File: config.mk
export PLATFORM = sky130hd
export DESIGN_NAME = base64_stream_encoder
export DESIGN_NICKNAME = d
export VERILOG_FILES = /design/src/rtl/core/b64enc_pkg.sv /design/src/rtl/core/b64enc_front.sv /design/src/rtl/core/b64enc_queue.sv /design/src/rtl/core/b64enc_back.sv /design/src/rtl/core/base64_stream_encoder.sv
export SDC_FILE = /design/constraint.sdc
export NUM_CORES = 1
export LEC_CHECK = 0
export BUFFER_PORTS_ARGS = -buffer_cell sky130_fd_sc_hd__buf_2
export CAP_MARGIN = 15
export CORE_UTILIZATION = 50
export CTS_BUF_LIST = sky130_fd_sc_hd__clkbuf_4
export DETAILED_ROUTE_END_ITERATION = 16
export GPL_ROUTABILITY_DRIVEN = 0
export PLACE_DENSITY = 0.69
export RECOVER_POWER = 100
export SYNTH_ARGS = -nofsm -noshare
export SYNTH_HDL_FRONTEND = slang
export SYNTH_HIERARCHICAL = 1
export SYNTH_SLANG_ARGS = --single-unit
File: constraint.sdc
create_clock -name clk -period 6.9 [get_ports clk]
set_input_delay 1.38 -clock clk [delete_from_list [all_inputs] [get_ports clk]]
set_output_delay 1.38 -clock clk [all_outputs]
set_load 0.05 [all_outputs]
File: src/rtl/core/b64enc_pkg.sv
// shared types and the base64 alphabet lookup for the stream encoder
`timescale 1ns / 1ps

package b64enc_pkg;

  localparam int CHAR_W = 7;
  localparam int SEXTET_W = 6;
  localparam logic [CHAR_W-1:0] PAD_RESET = 7'd37;

  typedef struct packed {
    logic [SEXTET_W-1:0] s0;
    logic [SEXTET_W-1:0] s1;
    logic                two_chars;
    logic [1:0]          pad_cnt;
    logic                last;
  } job_t;

  function automatic logic [CHAR_W-1:0] sextet_char(input logic [SEXTET_W-1:0] v);
    logic [CHAR_W-1:0] vx;
    logic [CHAR_W-1:0] ch;
    vx = {1'b0, v};
    case (v) inside
      [6'd0:6'd25]:  ch = vx + 7'd65;
      [6'd26:6'd51]: ch = vx + 7'd71;
      [6'd52:6'd61]: ch = vx - 7'd4;
      6'd62:         ch = 7'd43;
      default:       ch = 7'd47;
    endcase
    return ch;
  endfunction

endpackage

File: src/rtl/core/b64enc_front.sv
// front end: accepts bytes, tracks group position and builds character jobs
`timescale 1ns / 1ps

module b64enc_front import b64enc_pkg::*; (
  input  logic       clk,
  input  logic       rst,
  input  logic       in_valid,
  output logic       in_ready,
  input  logic [7:0] data_byte,
  input  logic       last_byte,
  input  logic       q_full,
  output logic       q_push,
  output job_t       q_job
);

  logic [1:0] group_phase;
  logic [1:0] group_phase_next;
  logic [3:0] carry_bits;
  logic [3:0] carry_bits_next;

  assign in_ready = !q_full;
  assign q_push = in_valid && in_ready;

  always_comb begin
    q_job = '0;
    q_job.last = last_byte;
    group_phase_next = 2'd0;
    carry_bits_next = 4'd0;
    case (group_phase)
      2'd1: begin
        q_job.s0 = {carry_bits[1:0], data_byte[7:4]};
        q_job.s1 = {data_byte[3:0], 2'b00};
        q_job.two_chars = last_byte;
        q_job.pad_cnt = last_byte ? 2'd1 : 2'd0;
        if (!last_byte) begin
          group_phase_next = 2'd2;
          carry_bits_next = data_byte[3:0];
        end
      end
      2'd2: begin
        q_job.s0 = {carry_bits, data_byte[7:6]};
        q_job.s1 = data_byte[5:0];
        q_job.two_chars = 1'b1;
        q_job.pad_cnt = 2'd0;
      end
      default: begin
        q_job.s0 = data_byte[7:2];
        q_job.s1 = {data_byte[1:0], 4'b0000};
        q_job.two_chars = last_byte;
        q_job.pad_cnt = last_byte ? 2'd2 : 2'd0;
        if (!last_byte) begin
          group_phase_next = 2'd1;
          carry_bits_next = {2'b00, data_byte[1:0]};
        end
      end
    endcase
  end

  always_ff @(posedge clk) begin
    if (rst) begin
      group_phase <= 2'd0;
      carry_bits <= 4'd0;
    end else if (q_push) begin
      group_phase <= group_phase_next;
      carry_bits <= carry_bits_next;
    end
  end

endmodule

File: src/rtl/core/b64enc_queue.sv
// two-entry job queue between front and back
`timescale 1ns / 1ps

module b64enc_queue import b64enc_pkg::*; (
  input  logic clk,
  input  logic rst,
  input  logic push,
  input  job_t push_job,
  output logic full,
  input  logic pop,
  output logic not_empty,
  output job_t head_job
);

  job_t       entries [2];
  logic       wr_ptr;
  logic       rd_ptr;
  logic [1:0] count;

  assign full = (count == 2'd2);
  assign not_empty = (count != 2'd0);
  assign head_job = entries[rd_ptr];

  always_ff @(posedge clk) begin
    if (push) begin
      entries[wr_ptr] <= push_job;
    end
  end

  always_ff @(posedge clk) begin
    if (rst) begin
      wr_ptr <= 1'b0;
      rd_ptr <= 1'b0;
      count <= 2'd0;
    end else begin
      if (push) begin
        wr_ptr <= !wr_ptr;
      end
      if (pop) begin
        rd_ptr <= !rd_ptr;
      end
      if (push && !pop) begin
        count <= count + 2'd1;
      end else if (pop && !push) begin
        count <= count - 2'd1;
      end
    end
  end

endmodule

File: src/rtl/core/b64enc_back.sv
// back end: emits the characters of each job through an output register
`timescale 1ns / 1ps

module b64enc_back import b64enc_pkg::*; (
  input  logic              clk,
  input  logic              rst,
  input  logic              cfg_we,
  input  logic [CHAR_W-1:0] cfg_wdata,
  input  logic              q_not_empty,
  input  job_t              q_head,
  output logic              q_pop,
  output logic              out_valid,
  input  logic              out_ready,
  output logic [CHAR_W-1:0] out_char,
  output logic              out_last
);

  logic [CHAR_W-1:0] pad_char;
  logic [1:0]        step;
  logic [1:0]        final_step;
  logic              is_final;
  logic              load;
  logic [CHAR_W-1:0] char_next;

  assign final_step = {1'b0, q_head.two_chars} + q_head.pad_cnt;
  assign is_final = (step == final_step);
  assign load = q_not_empty && (!out_valid || out_ready);
  assign q_pop = load && is_final;

  always_comb begin
    if (step == 2'd0) begin
      char_next = sextet_char(q_head.s0);
    end else if (step == 2'd1 && q_head.two_chars) begin
      char_next = sextet_char(q_head.s1);
    end else begin
      char_next = pad_char;
    end
  end

  always_ff @(posedge clk) begin
    if (rst) begin
      pad_char <= PAD_RESET;
    end else if (cfg_we) begin
      pad_char <= cfg_wdata;
    end
  end

  always_ff @(posedge clk) begin
    if (rst) begin
      out_valid <= 1'b0;
      step <= 2'd0;
    end else begin
      if (load) begin
        out_valid <= 1'b1;
        step <= is_final ? 2'd0 : step + 2'd1;
      end else if (out_ready) begin
        out_valid <= 1'b0;
      end
    end
  end

  always_ff @(posedge clk) begin
    if (load) begin
      out_char <= char_next;
      out_last <= is_final && q_head.last;
    end
  end

endmodule

File: src/rtl/core/base64_stream_encoder.sv
// top level of the streaming base64 encoder
`timescale 1ns / 1ps

// Streaming base64 encoder: one raw byte per input transaction, one character
// per output transaction. A byte yields one character, or two when it closes a
// group of three; a byte marked last also flushes the group with padding
// (pad_char, reset value '%') and marks the final character with out_last.
// The output side emits one character per cycle while out_ready is high; a
// full group of three bytes gives four characters, a last byte up to four.
// Input accepts a byte every cycle while the two-entry job queue has room.

module base64_stream_encoder import b64enc_pkg::*; (
  input  logic              clk,
  input  logic              rst,
  input  logic              cfg_we,
  input  logic [CHAR_W-1:0] cfg_wdata,
  input  logic              in_valid,
  output logic              in_ready,
  input  logic [7:0]        data_byte,
  input  logic              last_byte,
  output logic              out_valid,
  input  logic              out_ready,
  output logic [CHAR_W-1:0] out_char,
  output logic              out_last
);

  logic q_full;
  logic q_push;
  job_t q_job;
  logic q_pop;
  logic q_not_empty;
  job_t q_head;

  b64enc_front u_front (
    .clk       (clk),
    .rst       (rst),
    .in_valid  (in_valid),
    .in_ready  (in_ready),
    .data_byte (data_byte),
    .last_byte (last_byte),
    .q_full    (q_full),
    .q_push    (q_push),
    .q_job     (q_job)
  );

  b64enc_queue u_queue (
    .clk       (clk),
    .rst       (rst),
    .push      (q_push),
    .push_job  (q_job),
    .full      (q_full),
    .pop       (q_pop),
    .not_empty (q_not_empty),
    .head_job  (q_head)
  );

  b64enc_back u_back (
    .clk         (clk),
    .rst         (rst),
    .cfg_we      (cfg_we),
    .cfg_wdata   (cfg_wdata),
    .q_not_empty (q_not_empty),
    .q_head      (q_head),
    .q_pop       (q_pop),
    .out_valid   (out_valid),
    .out_ready   (out_ready),
    .out_char    (out_char),
    .out_last    (out_last)
  );

endmodule
Yosys cells after proc, flatten, opt, wreduce, memory -nomap -nowiden. Memories as Yosys holds them, arrays and structs flattened. A register that Yosys moved wholly into a read port is not among the register bits. Index checks and enable logic that the tools add are counted.

Register bits: 28. RAM bits: 32. Word-level logic and storage cells: 92. Memories: 1.

Memories: u_queue.entries (depth 2, width 16, rd ports 1, clocked after Yosys merged registers in 1, write ports 1, line b64enc_queue.sv:15) `job_t entries [2];`.

$add $sub $neg: 10. $lt $le $gt $ge: 12. Equality and inequality tests: 7. Multiplexer cells: 28. Reduce and logical (&&, ||, !) cells: 24.

Operators by type and width (count): $mux W7 (8); $pmux W15 S2 (1); $add A6 B7 Y7 const B (4); $le A6 B6 Y1 const B (4); $sub A6 B3 Y7 const B (2); $logic_and A1 B1 Y1 (13); $eq A6 B6 Y1 const B (2); $ge A6 B1 Y1 const B (2); $ge A6 B5 Y1 const B (2); $ge A6 B6 Y1 const B (2); $le A6 B5 Y1 const B (2); $mux W2 (6); $mux W1 (8); $pmux W4 S2 (1); $logic_not A1 Y1 (6); $mux W3 (2); $reduce_bool A2 Y1 (3); $add A2 B1 Y2 const B (2); $eq A2 B1 Y1 const B (2); $eq A2 B2 Y1 const B (2); $mux W4 (1); $pmux W2 S2 (1); $add A1 B2 Y2 (1); $eq A2 B2 Y1 (1); 3 further kinds (3).

Depth between registers and ports, before layout.
Depth after elaboration: 7. Mapped depth: 12. Gate-level depth less buffers: 10.

Modules after synthesis. The synthesis kept the hierarchy.

By module, submodules not included: b64enc_back (times used 1, cells an instance 210, area each 1737.9 µm², seq. area each 440.4 µm²); b64enc_queue (times used 1, cells an instance 72, area each 1363.8 µm², seq. area each 1061.0 µm²); b64enc_front (times used 1, cells an instance 64, area each 496.7 µm², seq. area each 120.1 µm²).

Worst setup path after synthesis. Ideal clock, no wire load.

Path type: in2reg. Start point: input port in_valid. End point: memory u_queue/entries[0][0] (netlist name) (enable). Data arrival time: 2.527 ns. Data required time: 6.510 ns. Setup slack: 3.983 ns. Cell stages on the path: 2. Cell sequence: nor2b_1 > nor2b_1.

Word-level cells in the longest chain between the ends: 3.

Ends and longest elaborated chain: from (decl) (line base64_stream_encoder.sv:17) `input logic in_valid,`; $logic_and A1 B1 Y1 (line b64enc_front.sv:22) `assign q_push = in_valid && in_ready;`; $mux W1 (line b64enc_queue.sv:25) `if (push) begin`; $mux W1 (not written as such) (line b64enc_queue.sv:26) `entries[wr_ptr] <= push_job;`; to (decl) (line b64enc_queue.sv:15).

Every way passes these cells.

==> results.py <==
metrics = {
    "synth": {
        "synthCells": 346,
        "synth_edf_count": 40,
        "ys.flop_type": "edfxtp_1",
        "ys_seq_area_share_pct": 45.1,
        "ys_ff_latch": 61,
        "syn-cell-area_um2": 3600,
        "avgSynthCellArea_um2": 10.4,
        "async_flop_share_pct": 0,
        "synth_nets": 393,
        "yosysUniqueCellTypes": 57,
        "ys_warn_count": 6,
    },
    "clocking": {
        "cts.clk_slew.worst_paths_ns": 0.11,
        "numCtsBuffers": 9,
        "cts.sinks": 61,
        "cts_tree": "yes",
        "clockBufferDepth": 2,
        "cts_hold_buffers": 0,
        "htreeDepth": 3,
        "clk_latency_ns": 0.41,
        "postCtsResizedCells": 0,
        "cts-root-buf": "clkbuf_4",
        "post-cts-setup-buffers": 0,
    },
    "power_and_ir_drop": {
        "irDropWorstVdd_mv": 0.173,
        "leakage_nw": 1.47,
        "power.density_nw_per_um2": 413,
    },
    "sta": {
        "holdWs_ns": 0.495,
        "fin_crit_ns": 3.29,
        "period_share_pct": 47.6,
        "rsz0062_at_grt": "false",
        "setup_viol": 0,
        "timing.fmax_mhz": 304,
        "worstMarginPinSlew_ns": 1.06,
        "slew_headroom_pct": 29.3,
        "setup-tns-final_ns": 0,
        "final-hold-violation-count": 0,
        "fin_ws_ns": 3.61,
        "skew_ns": 0.0129,
        "final_max_slew_viol_count": 0,
    },
    "critical_path": {
        "endpoint_kind": "register",
        "worstPathMaxFanout": 16,
        "worstPathArrival_ns": 3.44,
        "critPathLaunchType": "register",
        "path_class": "reg -> reg",
        "cp.required_ns": 7.05,
    },
    "floorplan": {
        "rows": 30,
        "die-area_um2": 7540,
        "die_x_um": 86.8,
        "start_util_pct": 52.4,
        "core-area_um2": 6870,
        "ios": 31,
        "die_height_um": 86.8,
    },
    "final_layout": {
        "num-fill-cells": 620,
        "final_nets": 421,
        "syn2layout_area_growth_pct": 8.03,
        "mostFrequentLayoutCells": "edfxtp_1 (40), nor2_1 (29), ha_1 (26), nand2_1 (25), dfxtp_1 (21)",
        "final_area_um2": 3890,
        "layout_commonest_cell": "edfxtp_1",
        "fin_cells": 475,
        "layout-drive-gt1-share_pct": 15.8,
        "n_antenna_cell": 0,
    },
    "drt": {
        "first_pass_iters": 5,
        "wl_per_cell_um": 14.5,
        "wirelength_mm": 6.89,
        "drc_errors": 0,
        "ant_nets": 0,
        "num_vias": 2624,
        "via_per_inst": 5.52,
        "drtIter0Drc": 179,
    },
    "place": {
        "pre_cts_ws_ns": 3.83,
        "dp_cells": 459,
        "dpl_cell_area_um2": 3810,
        "hpwlAfterDp_mm": 5.07,
        "portBuffers": 30,
    },
    "job": {
        "maxCapViolations": 0,
    },
    "global_routing": {
        "antenna_found_initial": 0,
        "track_usage_pct": 19.8,
        "grt_overflow": 0,
        "grt_max_degree": 24,
        "grt_pass1_wl_mm": 11.3,
        "grt_pass1_vias": 2381,
    },
    "status": {
        "status": "completed",
    },
    "worst_hold_path": {
        "min_path_type": "reg -> reg",
    },
}
kinds of logic (layout without fill, tap and decap cells):
family	count (synthesis)	after routing	share of synthesized area [%]
simple gates	107	107	15.4
compound gates	85	85	16.8
flops	61	61	45.1
buf+inv	31	64	3.58
fa+ha+maj	26	26	9.04
mux	21	21	6.40
xor+xnor	15	15	3.65
registers in the layout, indices dropped and copies added, names as in the netlist, named ones only:
register and count:
u_front/carry_bits 4, u_back/step 2, u_back/out_valid 1, u_queue/rd_ptr 1, u_back/pad_char 7, u_queue/wr_ptr 1
u_queue/count 2, u_front/group_phase 2, u_back/out_last 1, u_back/out_char 7, u_queue/entries 32
final timing paths:
check	startpoint	depth (start not counted)	slack [ns]	endpoint
worst max-delay path	register	9	3.61	u_back/out_char[0]
worst min-delay path	u_front/carry_bits[3]	1	0.49	u_front/carry_bits[3]
worst max register to register	register	9	3.61	u_back/out_char[0]
worst min register to register	u_front/carry_bits[3]	1	0.49	u_front/carry_bits[3]
report_power, final:
group / switching [mW] / internal, mW
combinational: 0.547 / 0.314
sequential: 0.0414 / 0.493
clock: 0.134 / 0.0742
cell usage after synthesis, types with 2 or more instances:
cell type  number  area [um2]
a211o_1         4        35.0
a21o_1          2        15.0
a21oi_1        15        75.1
a22o_1          5        43.8
a22oi_1        11        82.6
a31o_2          2        17.5
a31oi_1         2        12.5
and2_1          9        56.3
and2b_2         2        17.5
buf_4           3        22.5
clkbuf_1       10        37.5
dfxtp_1        21         420
edfxtp_1       40        1200
ha_1           26         325
inv_1          17        63.8
mux2_2         16         180
mux2i_1         5        50.1
nand2_1        25        93.8
nand2b_1        2        12.5
nand3_1         5        25.0
nand4_1         3        18.8
nor2_1         29         109
nor2b_1         9        56.3
nor3_1          7        35.0
nor3b_1         2        15.0
o211ai_1        5        37.5
o21ai_0        17        85.1
o221ai_1        3        26.3
o22a_1          2        17.5
o2bb2ai_1       2        17.5
or2_2           6        37.5
xnor2_1        10        87.6
xor2_1          5        43.8
routing by layer:
metal,routed length (um),global-route usage (%),vias up
met5,0,0,-
met4,87,9.24,0
met3,388,5.52,8
met2,3230,30.6,83
met1,3180,25.8,1205
li1,-,-,1328
through the flow:
stage | util (%) | total power [mW]
floorplan | - | 1.23
global placement | 55.5 | 1.40
detailed placement | 55.5 | 1.41
CTS | 57.2 | 1.62
global route | 56.6 | 1.72
finish | 56.6 | 1.60
cell type report:
cell class | instances | area, um2 | share of cell area [%]
clock buffers | 9 | 67.6 | 1.74
flip-flops and latches | 61 | 1620 | 41.7
well taps | 96 | 120 | 3.09
multi-input cells | 254 | 1830 | 47.0
inverters | 17 | 63.8 | 1.64
clock inverters | 7 | 50.0 | 1.29
repair buffers | 31 | 136 | 3.51
critical path: stages (launching register included):
cell       delay (ns)
dfxtp_1          0.78
mux2_1           0.48
inv_1            0.20
ha_1             0.20
nand2_1          0.05
a221o_1          0.37
a211oi_1         0.47
o21ai_0          0.16
a31oi_1          0.23
o2bb2ai_1        0.10
No activity file was read; power rests on OpenSTA's default activity.
